$ cat config.mk
export PLATFORM = sky130hd
export DESIGN_NAME = pidl_cell
export DESIGN_NICKNAME = d
export VERILOG_FILES = /design/src/hw/rtl/pidl_pkg.sv /design/src/hw/rtl/pidl_cell.sv
export SDC_FILE = /design/constraint.sdc
export NUM_CORES = 1
export LEC_CHECK = 0
export BUFFER_PORTS_ARGS = -buffer_cell sky130_fd_sc_hd__clkbuf_2
export CORE_AREA = 2 2 81 83
export CTS_CLUSTER_DIAMETER = 80
export DETAILED_ROUTE_END_ITERATION = 8
export DIE_AREA = 0 0 83 85
export GPL_TIMING_DRIVEN = 0
export PLACE_DENSITY_LB_ADDON = 0.15
export SLEW_MARGIN = 20
export SYNTH_ARGS = -nofsm -noshare
export SYNTH_HDL_FRONTEND = slang
export SYNTH_SLANG_ARGS = --single-unit
$ cat constraint.sdc
create_clock -name clk -period 1.97 [get_ports clk]
set_clock_uncertainty 0.05 [all_clocks]
set_input_delay 0.0985 -clock clk [delete_from_list [all_inputs] [get_ports clk]]
set_output_delay 0.0985 -clock clk [all_outputs]
set_load 0.01 [all_outputs]
$ cat src/hw/rtl/pidl_pkg.sv
// Shared types, codes and elaboration helpers for the positional insert/delete list.
// Used by pidl_cell, pidl_or_tree and positional_insert_delete_list_top.
// No dependencies.
package pidl_pkg;

  localparam int DATA_W    = 32;
  localparam int POS_W     = 7;
  localparam int CNT_OUT_W = 7;
  localparam int OP_W      = 2;
  localparam int ST_W      = 2;
  localparam int DEPTH_DEF = 64;

  // operation codes (code 3 is unused and acts as a no-op)
  localparam logic [OP_W-1:0] OP_INSERT = 2'd0;
  localparam logic [OP_W-1:0] OP_DELETE = 2'd1;
  localparam logic [OP_W-1:0] OP_READ   = 2'd2;

  // status codes
  localparam logic [ST_W-1:0] ST_OK    = 2'd0;
  localparam logic [ST_W-1:0] ST_RANGE = 2'd1;
  localparam logic [ST_W-1:0] ST_FULL  = 2'd2;
  localparam logic [ST_W-1:0] ST_EMPTY = 2'd3;

  // per-cell control of the current cycle
  typedef struct packed {
    logic take_prev;  // shift up: copy lower neighbor
    logic take_next;  // shift down: copy upper neighbor
    logic load;       // write the inserted value
    logic sel;        // this cell is the read target
  } cell_ctl_t;

  // node count after n rounds of 8:1 reduction
  function automatic int tree_width(input int depth, input int n);
    int w;
    w = depth;
    for (int m = 0; m < n; m++) w = (w + 7) / 8;
    return w;
  endfunction

  // number of 8:1 register stages until one word is left (at least one)
  function automatic int tree_levels(input int depth);
    int w;
    int lev;
    w   = depth;
    lev = 0;
    do begin
      w   = (w + 7) / 8;
      lev = lev + 1;
    end while (w > 1);
    return lev;
  endfunction

  // first node index of stage l in the flattened node store
  function automatic int tree_offset(input int depth, input int l);
    int off;
    off = 0;
    for (int m = 0; m < l; m++) off = off + tree_width(depth, m + 1);
    return off;
  endfunction

endpackage

$ cat src/hw/rtl/pidl_cell.sv
// One list cell: holds one entry, shifts with its neighbors, offers a masked read word.
// Depends on pidl_pkg (cell_ctl_t, DATA_W).
module pidl_cell (
  input  logic                        clk,
  input  pidl_pkg::cell_ctl_t         ctl,
  input  logic [pidl_pkg::DATA_W-1:0] value,
  input  logic [pidl_pkg::DATA_W-1:0] prev_data,
  input  logic [pidl_pkg::DATA_W-1:0] next_data,
  output logic [pidl_pkg::DATA_W-1:0] data,
  output logic [pidl_pkg::DATA_W-1:0] rd_word
);

  always_ff @(posedge clk) begin
    priority if (ctl.load) begin
      data <= value;
    end else if (ctl.take_prev) begin
      data <= prev_data;
    end else if (ctl.take_next) begin
      data <= next_data;
    end
  end

  // only the selected cell drives a nonzero word into the OR tree
  always_ff @(posedge clk) begin
    rd_word <= ctl.sel ? data : '0;
  end

endmodule

Word-level counts from Yosys, hierarchy flattened
Cells that the tools add are included.

Add/sub/neg operators: 0. Multipliers: 0. Divide/modulo/power cells: 0. Magnitude comparators: 0. Equal/unequal tests: 0. Shift-type cells: 0. Multiplexer cells: 3. Bitwise logic cells: 0. Reduce and logical (&&, ||, !) cells: 1.

Operators by type and width (number): $mux W32 (3); $reduce_bool A3 Y1 (1).

Flip-flop bits (word level): 64. Bits in latches: 0. RAM bits: 0. ROM bits: 0. Input bits: 101. Output and inout bits: 64. Logic and storage cells: 6. Memories kept: 0.

Longest topological paths before layout
Word-level depth: 3. Gate-level depth with buffers: 4. Gate-level depth less buffers: 2.

Worst setup path after synthesis
No wires, ideal clock.

Path type: input port to flip-flop. Start point: input port ctl[3] (netlist name). End point: register data[0] (netlist name), enable pin. Setup time: 414 ps. Data arrival time: 994 ps. Required time: 1506 ps. Path slack: 512 ps. Cell stages on the path: 2. Buffers on the path: 1. Path through: buf_6 -> or3_1.

Word-level cells in the longest chain between the ends: 1.

RTL lines: start: declaration (RTL line pidl_cell.sv:5) `input pidl_pkg::cell_ctl_t ctl,`; $reduce_bool A3 Y1 (no line); end signal: assignment (RTL line pidl_cell.sv:15) `data <= value;`; end signal: assignment (RTL line pidl_cell.sv:17) `data <= prev_data;`; end signal: assignment (RTL line pidl_cell.sv:19) `data <= next_data;`; end: declaration (RTL line pidl_cell.sv:9) `output logic [pidl_pkg::DATA_W-1:0] data,`.

Every way passes these cells. A chain may end at the register's enable or synchronous reset.

Worst setup path after layout
Start point: input port ctl[1] (netlist name). End point: register data[10] (netlist name), enable pin.

The elaborated chain is that of the path after synthesis.

==> out/qor.yml <==
sta:
  setup_tns_ns: 0
  rsz0062_at_grt: "false"
  whs_ns: 0.0118
  drv_slew: 0
  post-route-period-util: 0.594
  fmax_mhz: 854
  worst_pin_slew_ns: 0.741
  timing.final.ws_setup_ns: 0.799
  slew-limit-headroom: 0.506
  hold_violations: 0
  setup_viol: 0
  period_needed_ns: 1.17
setup_path:
  endpoint_kind: "flip-flop"
  worstPathArrival_ns: 1.08
  critPathKind: "in2reg"
  r2r_slack_ns: 1.25
  critical_path_required_ns: 1.88
  r2r-start: "data[10]$_DFFE_PP_"
  r2r_cells: 1
  cp_num_buf_inv: 1
  worst-path-max-fanout: 32
  crit_family: "simple AND/OR/NAND/NOR gates"
  r2r-end: "rd_word[10]$_SDFF_PN0_"
  cp_slowest_cell: "or3_2"
  crit_chain: "buf_2 -> or3_2"
  slowest_delay_ns: 0.82
  cp-start-kind: "input pin"
clock_network:
  clk_pin_slew_ns: 0.07
  cts-root-buf: "clkbuf_8"
  ctsHtreeMaxLevel: 3
  cts_buffer_depth: 2
  clk_latency_ns: 0.33
  tritoncts: "yes"
  post_cts.repair.setup_buffers: 0
  clock-sinks: 64
  cts_buffers: 9
placed_design:
  dpl.cell_count: 446
  portBuffers: 162
  dp_hpwl_um: 4590
  place_congestion: 0.754
  dp_slack_ns: 0.448
drt:
  finalWirelength_um: 6200
  drc_errors: 0
  dr.pass1.iters: 3
  initialDrtViolationCount: 42
  vias: 2185
  detail-route-antenna-nets: 0
  wire_per_inst_um: 12.9
  via_per_inst: 4.56
logic_synthesis:
  ys.flop_type: "edfxtp_1"
  syn_area_sq_um: 2520
  syn_nets: 308
  yosys.area.top_type: "edfxtp_1"
  avgSynthCellArea_sq_um: 12.2
  async_flop_share: 0
  synth.top_cell.area_share: 0.381
  ys_seq_area_frac: 0.634
  yosys_warnings: 0
  ys_ff_latch: 64
  ys_types: 12
  synth_common_cells: "and2_1, dfxtp_1, edfxtp_1, mux2i_1, nand2_1"
  synthTopCellsByArea: "edfxtp_1, dfxtp_1, mux2i_1"
  syn_inst: 207
  synth_edf_count: 32
hold_path:
  min_from: "value[16]"
  min_path_type: "in2reg"
  worst_hold_path.num_cells: 3
  hold_path_end: "data[16]$_DFFE_PP_"
floorplan:
  ios: 165
  die-area_sq_um: 7060
  placementRows: 29
  start_util: 0.407
  die_height_um: 85
  die_x_um: 83
  coreArea_sq_um: 6200
grt:
  grt_antenna_before_repair: 0
  overflow: 0
  grt_max_degree: 33
  grt_pass1_vias: 2154
  grt_pass1_wl_um: 9870
  grt_use_total: 0.182
status:
  status: "complete, no violations"
pwr:
  power_density_nw_per_um2: 834
  vdd_drop_max_v: 0.000455
  p_leak_nw: 1.90
  power_mw: 3.15
final_layout:
  drive_above_1_share: 0.460
  antenna_cells: 0
  stdcell_count: 479
  final_nets: 498
  syn2layout_area_growth_pct: 49.8
run:
  maxCapViolCount: 0
-- flip-flops by register name, summed over array words and instances, names as in the netlist --
signal / flops
rd_word: 32
data: 32
-- worst max-delay path by stage --
| stage | from | endpoint | slack [ns] | cells past startpoint |
|---|---|---|---|---|
| detailed placement | ctl[1] | data[15]$_DFFE_PP_ | 0.45 | 2 |
| finish | ctl[1] | data[10]$_DFFE_PP_ | 0.80 | 2 |
| global route | ctl[1] | data[10]$_DFFE_PP_ | 0.76 | 2 |
| global placement | ctl[1] | data[12]$_DFFE_PP_ | 0.14 | 2 |
| floorplan | ctl[3] | data[0]$_DFFE_PP_ | 0.51 | 2 |
| CTS | ctl[1] | data[10]$_DFFE_PP_ | 0.80 | 2 |
-- cell families after synthesis --
logic type | synth area share
AND/OR/NAND/NOR | 0.129
flip-flops | 0.634
buffers and inverters | 0.0461
AO/OA/AOI/OAI | 0.0634
multiplexers | 0.127
-- cell type report --
class                      instances  area, sq um
buffer                            14          116
clock buffer                      11          131
clock inverter                     5         47.5
fill                             519         2420
multi-input combinational        129          808
sequential                        64         1600
tap                               77         96.3
timing repair buffer             179          981
-- worst min-delay path, delay by kind of cell --
kind            cells  cell delay, ns
simple gates        1            0.04
buf+inv             1            0.07
compound gates      1            0.06
-- where the power goes --
part / leakage (nW) / switching, mW / total, mW / internal, mW
clock: 0.0922 / 0.469 / 1.04 / 0.573
sequential: 0.605 / 0.0475 / 1.59 / 1.54
combinational: 1.21 / 0.251 / 0.520 / 0.270
-- metal layers --
metal  up-vias  share of wire  track usage
li1       1093              -            -
met4         0          0.024       0.0954
met3        14          0.079       0.0613
met5         -              0            0
met2        98           0.50        0.318
met1       980           0.40        0.197
-- cells in the final DEF, fill, tap and decap left out, drive strengths merged --
master	count
and2	32
clkbuf	177
o21ai	32
clkinv	4
dfxtp	32
dlygate4sd3	17
edfxtp	32
buf	10
nand2	32
or3	1
bufinv	1
mux2i	32
-- repair_timing --
action,4_1_cts,5_1_grt
hold buffers,17,0
gates resized for setup,0,0
endpoints found under the hold margin,18,0
-- per-stage QoR --
stage | utilization | area, sq um
2_1_floorplan | - | 2520
3_3_place_gp | 0.553 | 3430
3_5_place_dp | 0.553 | 3430
4_1_cts | 0.610 | 3780
5_1_grt | 0.610 | 3780
6_report | 0.610 | 3780
(Power assumes the default switching activity.)
